--- src/rtl/json_syntax_validator_defines.svh ---
// assertion macros for the json syntax validator
`ifndef JSON_SYNTAX_VALIDATOR_DEFINES_SVH
`define JSON_SYNTAX_VALIDATOR_DEFINES_SVH

`ifndef NO_ASSERTIONS
`define JSV_ASSERT(name, expr) \
  name: assert property (@(posedge clk) disable iff (!rst_n) (expr)) \
    else $error("jsv: invariant violated");
`define JSV_IMPLY(name, ante, cons) \
  name: assert property (@(posedge clk) disable iff (!rst_n) (ante) |-> (cons)) \
    else $error("jsv: implication violated");
`define JSV_NEXT(name, ante, cons) \
  name: assert property (@(posedge clk) disable iff (!rst_n) (ante) |=> (cons)) \
    else $error("jsv: next-cycle check violated");
`else
`define JSV_ASSERT(name, expr)
`define JSV_IMPLY(name, ante, cons)
`define JSV_NEXT(name, ante, cons)
`endif

`endif

--- src/rtl/jsv_pkg.sv ---
package jsv_pkg;

  localparam int MAX_DEPTH = 64;
  localparam int NEST_W    = 7;
  localparam int DEPTH_W   = $clog2(MAX_DEPTH + 1);
  localparam int ADDR_W    = (MAX_DEPTH > 1) ? $clog2(MAX_DEPTH) : 1;
  localparam int CMP_W     = (DEPTH_W > NEST_W) ? DEPTH_W : NEST_W;
  localparam int PH_W      = 5;

  localparam logic [PH_W-1:0] PH_VALUE     = 5'd0;
  localparam logic [PH_W-1:0] PH_ARR_FIRST = 5'd1;
  localparam logic [PH_W-1:0] PH_OBJ_FIRST = 5'd2;
  localparam logic [PH_W-1:0] PH_KEY       = 5'd3;
  localparam logic [PH_W-1:0] PH_KEY_STR   = 5'd4;
  localparam logic [PH_W-1:0] PH_KEY_ESC   = 5'd5;
  localparam logic [PH_W-1:0] PH_COLON     = 5'd6;
  localparam logic [PH_W-1:0] PH_STR       = 5'd7;
  localparam logic [PH_W-1:0] PH_STR_ESC   = 5'd8;
  localparam logic [PH_W-1:0] PH_AFTER     = 5'd9;
  localparam logic [PH_W-1:0] PH_N_SIGN    = 5'd10;
  localparam logic [PH_W-1:0] PH_N_INT     = 5'd11;
  localparam logic [PH_W-1:0] PH_N_DOT     = 5'd12;
  localparam logic [PH_W-1:0] PH_N_FRAC    = 5'd13;
  localparam logic [PH_W-1:0] PH_N_EXP     = 5'd14;
  localparam logic [PH_W-1:0] PH_N_EXPSIGN = 5'd15;
  localparam logic [PH_W-1:0] PH_N_EXPDIG  = 5'd16;
  localparam logic [PH_W-1:0] PH_LIT0      = 5'd17;
  localparam logic [PH_W-1:0] PH_LIT_END   = 5'd29;

  localparam logic [3:0] LIT_T_HEAD = 4'd0;
  localparam logic [3:0] LIT_F_HEAD = 4'd4;
  localparam logic [3:0] LIT_N_HEAD = 4'd9;
  localparam logic [3:0] LIT_T_LAST = 4'd3;
  localparam logic [3:0] LIT_F_LAST = 4'd8;
  localparam logic [3:0] LIT_N_LAST = 4'd12;
  localparam logic [PH_W-1:0] PH_LIT_T = PH_LIT0 + 5'd1;
  localparam logic [PH_W-1:0] PH_LIT_F = PH_LIT0 + 5'd5;
  localparam logic [PH_W-1:0] PH_LIT_N = PH_LIT0 + 5'd10;

  localparam logic [1:0] KIND_SCALAR = 2'd0;
  localparam logic [1:0] KIND_OBJECT = 2'd1;
  localparam logic [1:0] KIND_ARRAY  = 2'd2;

  localparam logic [1:0] ERR_NONE    = 2'd0;
  localparam logic [1:0] ERR_SYNTAX  = 2'd1;
  localparam logic [1:0] ERR_NESTING = 2'd2;

  localparam logic [7:0] CH_NUL    = 8'h00;
  localparam logic [7:0] CH_QUOTE  = 8'h22;
  localparam logic [7:0] CH_BSLASH = 8'h5c;
  localparam logic [7:0] CH_LBRACE = 8'h7b;
  localparam logic [7:0] CH_RBRACE = 8'h7d;
  localparam logic [7:0] CH_LBRACK = 8'h5b;
  localparam logic [7:0] CH_RBRACK = 8'h5d;
  localparam logic [7:0] CH_COMMA  = 8'h2c;
  localparam logic [7:0] CH_COLON  = 8'h3a;
  localparam logic [7:0] CH_DOT    = 8'h2e;
  localparam logic [7:0] CH_MINUS  = 8'h2d;
  localparam logic [7:0] CH_PLUS   = 8'h2b;
  localparam logic [7:0] CH_LO_E   = 8'h65;
  localparam logic [7:0] CH_UP_E   = 8'h45;
  localparam logic [7:0] CH_LO_T   = 8'h74;
  localparam logic [7:0] CH_LO_F   = 8'h66;
  localparam logic [7:0] CH_LO_N   = 8'h6e;

  typedef struct packed {
    logic [PH_W-1:0]    phase;
    logic [DEPTH_W-1:0] depth;
    logic               top_arr;
    logic [1:0]         first_kind;
    logic [1:0]         err;
    logic               wr_en;
    logic [ADDR_W-1:0]  wr_addr;
    logic               wr_bit;
  } jsv_step_t;

  function automatic logic [7:0] lit_char(input logic [3:0] idx);
    logic [7:0] c;
    case (idx)
      4'd0:    c = 8'h74;
      4'd1:    c = 8'h72;
      4'd2:    c = 8'h75;
      4'd3:    c = 8'h65;
      4'd4:    c = 8'h66;
      4'd5:    c = 8'h61;
      4'd6:    c = 8'h6c;
      4'd7:    c = 8'h73;
      4'd8:    c = 8'h65;
      4'd9:    c = 8'h6e;
      4'd10:   c = 8'h75;
      4'd11:   c = 8'h6c;
      4'd12:   c = 8'h6c;
      default: c = 8'h00;
    endcase
    return c;
  endfunction

  function automatic logic is_blank(input logic [7:0] b);
    return (b == 8'h20) || (b == 8'h09) || (b == 8'h0d) || (b == 8'h0a);
  endfunction

  function automatic logic is_digit(input logic [7:0] b);
    return (b >= 8'h30) && (b <= 8'h39);
  endfunction

endpackage

--- src/rtl/jsv_stack_ram.sv ---
module jsv_stack_ram #(
  parameter int DEPTH  = 64,
  parameter int ADDR_W = 6
) (
  input  logic              clk,
  input  logic              wr_en,
  input  logic [ADDR_W-1:0] wr_addr,
  input  logic              wr_data,
  input  logic [ADDR_W-1:0] rd_addr,
  output logic              rd_data
);

  logic mem [DEPTH];
  logic rd_data_r;

  always_ff @(posedge clk) begin
    if (wr_en) begin
      mem[wr_addr] <= wr_data;
    end
    rd_data_r <= mem[rd_addr];
  end

  assign rd_data = rd_data_r;

endmodule

--- src/rtl/jsv_step.sv ---
module jsv_step import jsv_pkg::*; (
  input  logic [7:0]        data_byte,
  input  logic [NEST_W-1:0] max_nesting,
  input  jsv_step_t         cur,
  input  logic              below_arr,
  output jsv_step_t         nxt
);

  logic             f1;
  logic             do_start;
  logic             do_after;
  logic             do_open;
  logic             open_arr;
  logic             do_close;
  logic [3:0]       li;
  logic [CMP_W-1:0] lim;
  logic [CMP_W-1:0] cfg_e;

  assign cfg_e = CMP_W'(max_nesting);
  assign lim   = (cfg_e > CMP_W'(MAX_DEPTH)) ? CMP_W'(MAX_DEPTH) : cfg_e;
  assign li    = 4'(cur.phase - PH_LIT0);

  always_comb begin
    nxt         = cur;
    nxt.wr_en   = 1'b0;
    nxt.wr_addr = ADDR_W'(cur.depth);
    nxt.wr_bit  = 1'b0;
    f1          = 1'b0;
    do_start    = 1'b0;
    do_after    = 1'b0;
    do_open     = 1'b0;
    open_arr    = 1'b0;
    do_close    = 1'b0;
    if (cur.err == ERR_NONE) begin
      if (data_byte == CH_NUL) begin
        f1 = 1'b1;
      end else if (cur.phase >= PH_LIT0 && cur.phase <= PH_LIT_END) begin
        if (li == LIT_T_HEAD || li == LIT_F_HEAD || li == LIT_N_HEAD ||
            data_byte != lit_char(li)) begin
          f1 = 1'b1;
        end else if (li == LIT_T_LAST || li == LIT_F_LAST || li == LIT_N_LAST) begin
          nxt.phase = PH_AFTER;
        end else begin
          nxt.phase = cur.phase + 5'd1;
        end
      end else begin
        case (cur.phase)
          PH_VALUE: begin
            if (!is_blank(data_byte)) do_start = 1'b1;
          end
          PH_ARR_FIRST: begin
            if (!is_blank(data_byte)) begin
              if (data_byte == CH_RBRACK) do_close = 1'b1;
              else do_start = 1'b1;
            end
          end
          PH_OBJ_FIRST: begin
            if (!is_blank(data_byte)) begin
              if (data_byte == CH_RBRACE) do_close = 1'b1;
              else if (data_byte == CH_QUOTE) nxt.phase = PH_KEY_STR;
              else f1 = 1'b1;
            end
          end
          PH_KEY: begin
            if (!is_blank(data_byte)) begin
              if (data_byte == CH_QUOTE) nxt.phase = PH_KEY_STR;
              else f1 = 1'b1;
            end
          end
          PH_KEY_STR: begin
            if (data_byte == CH_BSLASH) nxt.phase = PH_KEY_ESC;
            else if (data_byte == CH_QUOTE) nxt.phase = PH_COLON;
          end
          PH_KEY_ESC: begin
            nxt.phase = PH_KEY_STR;
          end
          PH_COLON: begin
            if (!is_blank(data_byte)) begin
              if (data_byte == CH_COLON) nxt.phase = PH_VALUE;
              else f1 = 1'b1;
            end
          end
          PH_STR: begin
            if (data_byte == CH_BSLASH) nxt.phase = PH_STR_ESC;
            else if (data_byte == CH_QUOTE) nxt.phase = PH_AFTER;
          end
          PH_STR_ESC: begin
            nxt.phase = PH_STR;
          end
          PH_AFTER: begin
            do_after = 1'b1;
          end
          PH_N_SIGN: begin
            if (is_digit(data_byte)) nxt.phase = PH_N_INT;
            else f1 = 1'b1;
          end
          PH_N_INT: begin
            if (!is_digit(data_byte)) begin
              if (data_byte == CH_DOT) begin
                nxt.phase = PH_N_DOT;
              end else if (data_byte == CH_LO_E || data_byte == CH_UP_E) begin
                nxt.phase = PH_N_EXP;
              end else begin
                nxt.phase = PH_AFTER;
                do_after  = 1'b1;
              end
            end
          end
          PH_N_DOT: begin
            if (is_digit(data_byte)) nxt.phase = PH_N_FRAC;
            else f1 = 1'b1;
          end
          PH_N_FRAC: begin
            if (!is_digit(data_byte)) begin
              if (data_byte == CH_LO_E || data_byte == CH_UP_E) begin
                nxt.phase = PH_N_EXP;
              end else begin
                nxt.phase = PH_AFTER;
                do_after  = 1'b1;
              end
            end
          end
          PH_N_EXP: begin
            if (data_byte == CH_PLUS || data_byte == CH_MINUS) nxt.phase = PH_N_EXPSIGN;
            else if (is_digit(data_byte)) nxt.phase = PH_N_EXPDIG;
            else f1 = 1'b1;
          end
          PH_N_EXPSIGN: begin
            if (is_digit(data_byte)) nxt.phase = PH_N_EXPDIG;
            else f1 = 1'b1;
          end
          PH_N_EXPDIG: begin
            if (!is_digit(data_byte)) begin
              nxt.phase = PH_AFTER;
              do_after  = 1'b1;
            end
          end
          default: begin
            f1 = 1'b1;
          end
        endcase
      end

      if (do_start) begin
        if (cur.depth == '0) begin
          if (data_byte == CH_LBRACE) nxt.first_kind = KIND_OBJECT;
          else if (data_byte == CH_LBRACK) nxt.first_kind = KIND_ARRAY;
          else nxt.first_kind = KIND_SCALAR;
        end
        if (data_byte == CH_QUOTE) begin
          nxt.phase = PH_STR;
        end else if (data_byte == CH_LBRACE) begin
          do_open = 1'b1;
        end else if (data_byte == CH_LBRACK) begin
          do_open  = 1'b1;
          open_arr = 1'b1;
        end else if (data_byte == CH_LO_T) begin
          nxt.phase = PH_LIT_T;
        end else if (data_byte == CH_LO_F) begin
          nxt.phase = PH_LIT_F;
        end else if (data_byte == CH_LO_N) begin
          nxt.phase = PH_LIT_N;
        end else if (data_byte == CH_MINUS) begin
          nxt.phase = PH_N_SIGN;
        end else if (is_digit(data_byte)) begin
          nxt.phase = PH_N_INT;
        end else begin
          f1 = 1'b1;
        end
      end

      if (do_after && !is_blank(data_byte)) begin
        if (cur.depth == '0) begin
          f1 = 1'b1;
        end else if (data_byte == CH_COMMA) begin
          nxt.phase = cur.top_arr ? PH_VALUE : PH_KEY;
        end else if (data_byte == CH_RBRACK && cur.top_arr) begin
          do_close = 1'b1;
        end else if (data_byte == CH_RBRACE && !cur.top_arr) begin
          do_close = 1'b1;
        end else begin
          f1 = 1'b1;
        end
      end

      if (do_open) begin
        if (CMP_W'(cur.depth) >= lim) begin
          nxt.err = ERR_NESTING;
        end else begin
          nxt.wr_en   = 1'b1;
          nxt.wr_bit  = open_arr;
          nxt.depth   = cur.depth + DEPTH_W'(1);
          nxt.top_arr = open_arr;
          nxt.phase   = open_arr ? PH_ARR_FIRST : PH_OBJ_FIRST;
        end
      end

      if (do_close) begin
        nxt.depth   = cur.depth - DEPTH_W'(1);
        nxt.top_arr = below_arr;
        nxt.phase   = PH_AFTER;
      end

      if (f1) nxt.err = ERR_SYNTAX;
    end
  end

endmodule

--- src/rtl/json_syntax_validator.sv ---
// Channel | Handshake                  | Payload
// in      | in_tvalid / in_tready      | in_tdata = data_byte, in_tlast = last_byte
// out     | out_tvalid / out_tready    | out_tdata = valid_res, top_kind, error_kind
// cfg     | cfg_we                     | cfg_wdata = max_nesting
// One byte per cycle while in_tready is high; a result appears the cycle after the byte marked last.
// The stack memory is read ahead at the entry below the next top, so a
// close followed by another close still sees its kind bit in time.
// No clearing pass after reset: a bit read from a stack entry is used only after that entry was written.
// Input stalls only while a result waits in the output register and is not taken.
`include "json_syntax_validator_defines.svh"
module json_syntax_validator import jsv_pkg::*; (
  input  logic              clk,
  input  logic              rst_n,
  input  logic              in_tvalid,
  output logic              in_tready,
  input  logic [7:0]        in_tdata,   // [7:0] data_byte
  input  logic              in_tlast,   // last_byte
  output logic              out_tvalid,
  input  logic              out_tready,
  output logic [7:0]        out_tdata,  // [0] valid_res, [2:1] top_kind, [4:3] error_kind
  input  logic              cfg_we,
  input  logic [NEST_W-1:0] cfg_wdata
);

  jsv_step_t         st_r;
  jsv_step_t         st_nxt;
  jsv_step_t         step_out;
  logic [NEST_W-1:0] max_nest_r;
  logic              below_arr;
  logic              in_acc;
  logic              complete;
  logic [1:0]        kind;
  logic [ADDR_W-1:0] rd_addr;
  logic              out_valid_r;
  logic              out_valid_nxt;
  logic [4:0]        out_data_r;

  assign in_tready = !out_valid_r || out_tready;
  assign in_acc    = in_tvalid && in_tready;

  jsv_step u_step (
    .data_byte   (in_tdata),
    .max_nesting (max_nest_r),
    .cur         (st_r),
    .below_arr   (below_arr),
    .nxt         (step_out)
  );

  jsv_stack_ram #(
    .DEPTH  (MAX_DEPTH),
    .ADDR_W (ADDR_W)
  ) u_stack (
    .clk     (clk),
    .wr_en   (in_acc && step_out.wr_en),
    .wr_addr (step_out.wr_addr),
    .wr_data (step_out.wr_bit),
    .rd_addr (rd_addr),
    .rd_data (below_arr)
  );

  assign complete = (step_out.depth == '0) &&
                    (step_out.phase == PH_AFTER || step_out.phase == PH_N_INT ||
                     step_out.phase == PH_N_FRAC || step_out.phase == PH_N_EXPDIG);
  assign kind = (step_out.err == ERR_NONE && !complete) ? ERR_SYNTAX : step_out.err;

  always_comb begin
    st_nxt = st_r;
    if (in_acc) begin
      st_nxt = step_out;
      if (in_tlast) begin
        st_nxt.phase      = PH_VALUE;
        st_nxt.depth      = '0;
        st_nxt.first_kind = KIND_SCALAR;
        st_nxt.err        = ERR_NONE;
      end
    end
    st_nxt.wr_en = 1'b0;
  end

  // prefetch the entry below the next top
  assign rd_addr = ADDR_W'(st_nxt.depth - DEPTH_W'(2));

  always_comb begin
    out_valid_nxt = out_valid_r;
    if (out_tready) out_valid_nxt = 1'b0;
    if (in_acc && in_tlast) out_valid_nxt = 1'b1;
  end

  always_ff @(posedge clk) begin
    st_r.top_arr <= st_nxt.top_arr;
    st_r.wr_addr <= st_nxt.wr_addr;
    st_r.wr_bit  <= st_nxt.wr_bit;
    if (!rst_n) begin
      st_r.phase      <= PH_VALUE;
      st_r.depth      <= '0;
      st_r.first_kind <= KIND_SCALAR;
      st_r.err        <= ERR_NONE;
      st_r.wr_en      <= 1'b0;
      max_nest_r      <= NEST_W'(MAX_DEPTH);
      out_valid_r     <= 1'b0;
    end else begin
      st_r.phase      <= st_nxt.phase;
      st_r.depth      <= st_nxt.depth;
      st_r.first_kind <= st_nxt.first_kind;
      st_r.err        <= st_nxt.err;
      st_r.wr_en      <= st_nxt.wr_en;
      out_valid_r     <= out_valid_nxt;
      if (cfg_we) max_nest_r <= cfg_wdata;
    end
  end

  always_ff @(posedge clk) begin
    if (in_acc && in_tlast) begin
      out_data_r <= {kind, step_out.first_kind, (kind == ERR_NONE)};
    end
  end

  assign out_tvalid = out_valid_r;
  assign out_tdata  = {3'b000, out_data_r};

  `JSV_ASSERT(a_depth_bound, st_r.depth <= DEPTH_W'(MAX_DEPTH))
  `JSV_IMPLY(a_result_from_last, $rose(out_valid_r), $past(in_acc && in_tlast))
  `JSV_IMPLY(a_verdict_match, out_valid_r, out_data_r[0] == (out_data_r[4:3] == ERR_NONE))
  `JSV_NEXT(a_error_sticks, in_acc && !in_tlast && st_r.err != ERR_NONE, st_r.err == $past(st_r.err))

endmodule
--- config.mk ---
export PLATFORM = sky130hd
export DESIGN_NAME = json_syntax_validator
export DESIGN_NICKNAME = d
export VERILOG_FILES = /design/src/rtl/jsv_pkg.sv /design/src/rtl/jsv_stack_ram.sv /design/src/rtl/jsv_step.sv /design/src/rtl/json_syntax_validator.sv
export VERILOG_INCLUDE_DIRS = /design/src /design/src/rtl
export SDC_FILE = /design/constraint.sdc
export NUM_CORES = 1
export LEC_CHECK = 0
export ABC_AREA = 0
export BUFFER_PORTS_ARGS = -buffer_cell sky130_fd_sc_hd__buf_2
export CAP_MARGIN = 10
export CORE_ASPECT_RATIO = 1.75
export CORE_UTILIZATION = 63
export DETAILED_ROUTE_END_ITERATION = 10
export PLACE_DENSITY = 0.82
export SYNTH_ARGS = -nofsm -noshare
export SYNTH_HDL_FRONTEND = slang
export SYNTH_SLANG_ARGS = --single-unit
--- constraint.sdc ---
create_clock -name clk -period 6.7 [get_ports clk]
set_input_delay 0.335 -clock clk [delete_from_list [all_inputs] [get_ports clk]]
set_output_delay 0.335 -clock clk [all_outputs]
set_load 0.02 [all_outputs]
==> results.yml <==
layout:
  n_antenna_cell: 0
  drive_gt1_share_pct: 10.9
  nets: 843
  post-route-util_pct: 68.8
  fillCellCount: 893
  syn_to_final_growth_pct: 5.41
logic_synthesis:
  seq_area_frac_synth_pct: 35.7
  yosys_warnings: 0
  synth_top_area_share_pct: 28.8
  yosysMostFrequentCell: "nor2_1"
  synth.area.top_cells: "edfxtp_1 29%, dfxtp_1 6.9%, nor2_1 6.0%, nand2_1 3.9%, mux2i_1 3.8%"
  synth_top_area_cell: "edfxtp_1"
  synthArstFlopShare_pct: 0
  synthFlopType: "edfxtp_1"
  avgSynthCellArea_sq_um: 8.98
  ys_ff_latch: 95
  ys_top_cells_by_count: "117 x nor2_1, 75 x nand2_1, 70 x edfxtp_1, 37 x o21ai_0, 32 x a21oi_1"
  synth_edf_count: 70
  netlist_area_sq_um: 7290
  syn_inst: 812
  synth_cell_type_count: 94
floorplanning:
  start_util_pct: 65.3
  ios: 31
  die_h_um: 144
  die-area_sq_um: 12000
  coreArea_sq_um: 11200
  fp.dieW_um: 83.3
  rows: 51
worst_setup_path:
  crit_slowest_cell: "dfxtp_1"
  cp-start-kind: "register"
  rr_worst_depth: 13
  critPathBufInv: 1
  crit_fanout: 20
  cp.required_ns: 6.86
  end_kind: "register"
  cp_top_family: "compound AO/OA/AOI/OAI gates"
  path_class: "reg -> reg"
  cp_slowest_stage_delay_ns: 0.79
  arrival_ns: 5.33
  path_cells: "inv_1 -> ha_1 -> nor4bb_1 -> a21oi_1 -> o221a_2 -> nand2_1 -> o21ai_0 -> a2bb2oi_1 -> a2111oi_0 -> nor2_1 -> nand3_1 -> or3_1 -> a211oi_1"
  crit_cells: 13
clock_network:
  cts-hold-fix-buffers: 0
  postCtsSetupRepairBufs: 0
  clk_pin_slew_ns: 0.06
  ctsRootBufferMaster: "clkbuf_16"
  ctsResizeCount: 0
  clkSinkCount: 95
  clock_latency_ns: 0.35
  htreeDepth: 3
  cts_inserted_buffers: 9
  cts_tree: "yes"
  clockBufferDepth: 2
route:
  drtIter0Drc: 652
  via_per_inst: 7.05
  wl_per_cell_um: 24.5
  firstDrtPassIters: 7
  wirelength_um: 23000
  drc: 0
  vias: 6627
  postRouteAntennaNets: 0
grt:
  grt_pass1_wl_um: 34900
  grtUsageTotal_pct: 38.7
  grt_pass1_vias: 6677
  grt-ovfl-total: 0
  grt_max_degree: 65
  antenna_found_initial: 0
sta:
  finalCritPeriodShare_pct: 77.2
  drv_slew: 0
  setup_viol: 0
  rsz0062_at_grt: "false"
  finalHoldViolCount: 0
  finalSetupTns_ns: 0
  worst_slew_pin_slew_ns: 0.840
  fmax_mhz: 193
  fin_crit_ns: 5.17
  fin_worst_skew_ns: 0.00825
  relSlewSlack_pct: 43.8
power_and_ir_drop:
  combPwrFrac_pct: 11.8
  power_frac_seq_pct: 47.2
  power_switching_mw: 0.333
  ir_drop_uv: 253
  pwr-share-clk_pct: 41.0
  powerDensity_nw_per_um2: 175
  power.static_leakage_nw: 2.79
  internal-power_mw: 1.01
  power_mw: 1.34
  swShare_pct: 24.7
status:
  status: "finished, final reports clean"
placement:
  dp_hpwl_um: 17100
  io_buffers: 27
  place_congestion: 1.10
job:
  maxCapViolations: 0
worst_hold_path:
  worst_hold_path.num_cells: 3
  min_path_type: "in -> reg"
[cells by family (layout without fill, tap and decap cells)]
group                      count (synthesis)  in the layout  synth area share, %
adders and majority gates                 19             19                 3.26
other                                      1              3               0.0515
AOI/OAI and AO/OA                        194            194                 19.7
buffers and inverters                     77             71                 4.98
muxes                                     44             44                 8.43
and+or+nand+nor                          363            363                 25.3
xor gates and xnor gates                  19             19                 2.54
DFF                                       95             95                 35.7
[routing by layer]
layer  wire length (um)  global-route usage (%)  share of wire, %
met1               7320                    34.1                32
met4               2270                    37.4               9.8
met3               1440                    7.88               6.2
met5                  0                       0                 0
met2              12000                    72.0                52
[cells in the final DEF, fill, tap and decap left out, drive strengths merged, types with 6 or more instances in the layout]
cell and instances:
buf 32, o211ai 14, xnor2 14, and2 13, mux4 11, edfxtp 70
or3 18, or2 8, nand2 75, nor3 19, ha 19, dfxtp 25
nor2 117, o21ai 41, and3 11, clkbuf 10, nand4 7, nand2b 12
a21oi 34, a211oi 13, nand3b 6, mux2i 28, nand3 19, a22oi 9
nor2b 28, a21o 8, inv 25, nor4 6
[tightest hold or removal path: stages]
cell,delay (ns)
buf_2,0.08
nand2_1,0.04
o211ai_1,0.07
[area by class of cell]
class | instances | area [sq um] | share of cell area (%)
Clock buffer | 10 | 229 | 2.98
Sequential cell | 95 | 2600 | 33.9
Multi-Input combinational cell | 642 | 4340 | 56.4
Tap cell | 132 | 165 | 2.15
Inverter | 23 | 86.3 | 1.12
Clock inverter | 6 | 91.3 | 1.19
Timing Repair Buffer | 32 | 173 | 2.25
[power by group through the flow]
| stage | Sequential (mW) | Clock [mW] | Combinational [mW] |
|---|---|---|---|
| 2_1_floorplan | 0.646 | 0 | 0.111 |
| 3_3_place_gp | 0.648 | 0 | 0.149 |
| 3_5_place_dp | 0.648 | 0 | 0.151 |
| 4_1_cts | 0.635 | 0.555 | 0.151 |
| 5_1_grt | 0.636 | 0.575 | 0.169 |
| 6_report | 0.635 | 0.551 | 0.158 |
[sequential cells by signal (all words and copies together), names as in the netlist]
| signal | flops |
|---|---|
| out_tvalid | 1 |
| st_r | 17 |
| max_nest_r | 7 |
| out_data_r | 5 |
| u_stack.rd_data | 1 |
| u_stack.mem | 64 |
[final timing paths]
check,start,endpoint,slack (ns)
max,st_r[20]$_SDFFE_PN0P_,out_data_r[0]$_DFFE_PP_,1.53
min reg2reg,u_stack.rd_data$_DFF_P_,st_r[12]$_DFFE_PP_,0.50
max reg2reg,st_r[20]$_SDFFE_PN0P_,out_data_r[0]$_DFFE_PP_,1.53
min,cfg_wdata[6],max_nest_r[6]$_SDFFE_PN1P_,0.22
[stage by stage]
step / hold WS, ns / std cells / cell area, sq um / setup slack, ns
finish: 0.219 / 940 / 7680 / 1.53
global route: 0.233 / 940 / 7680 / 1.28
CTS: 0.215 / 940 / 7680 / 1.71
detailed placement: 0.492 / 924 / 7360 / 1.71
global placement: 0.488 / 924 / 7360 / 1.84
floorplan: 0.461 / 814 / 7300 / 1.70
Power figures use the tool's default switching activity.
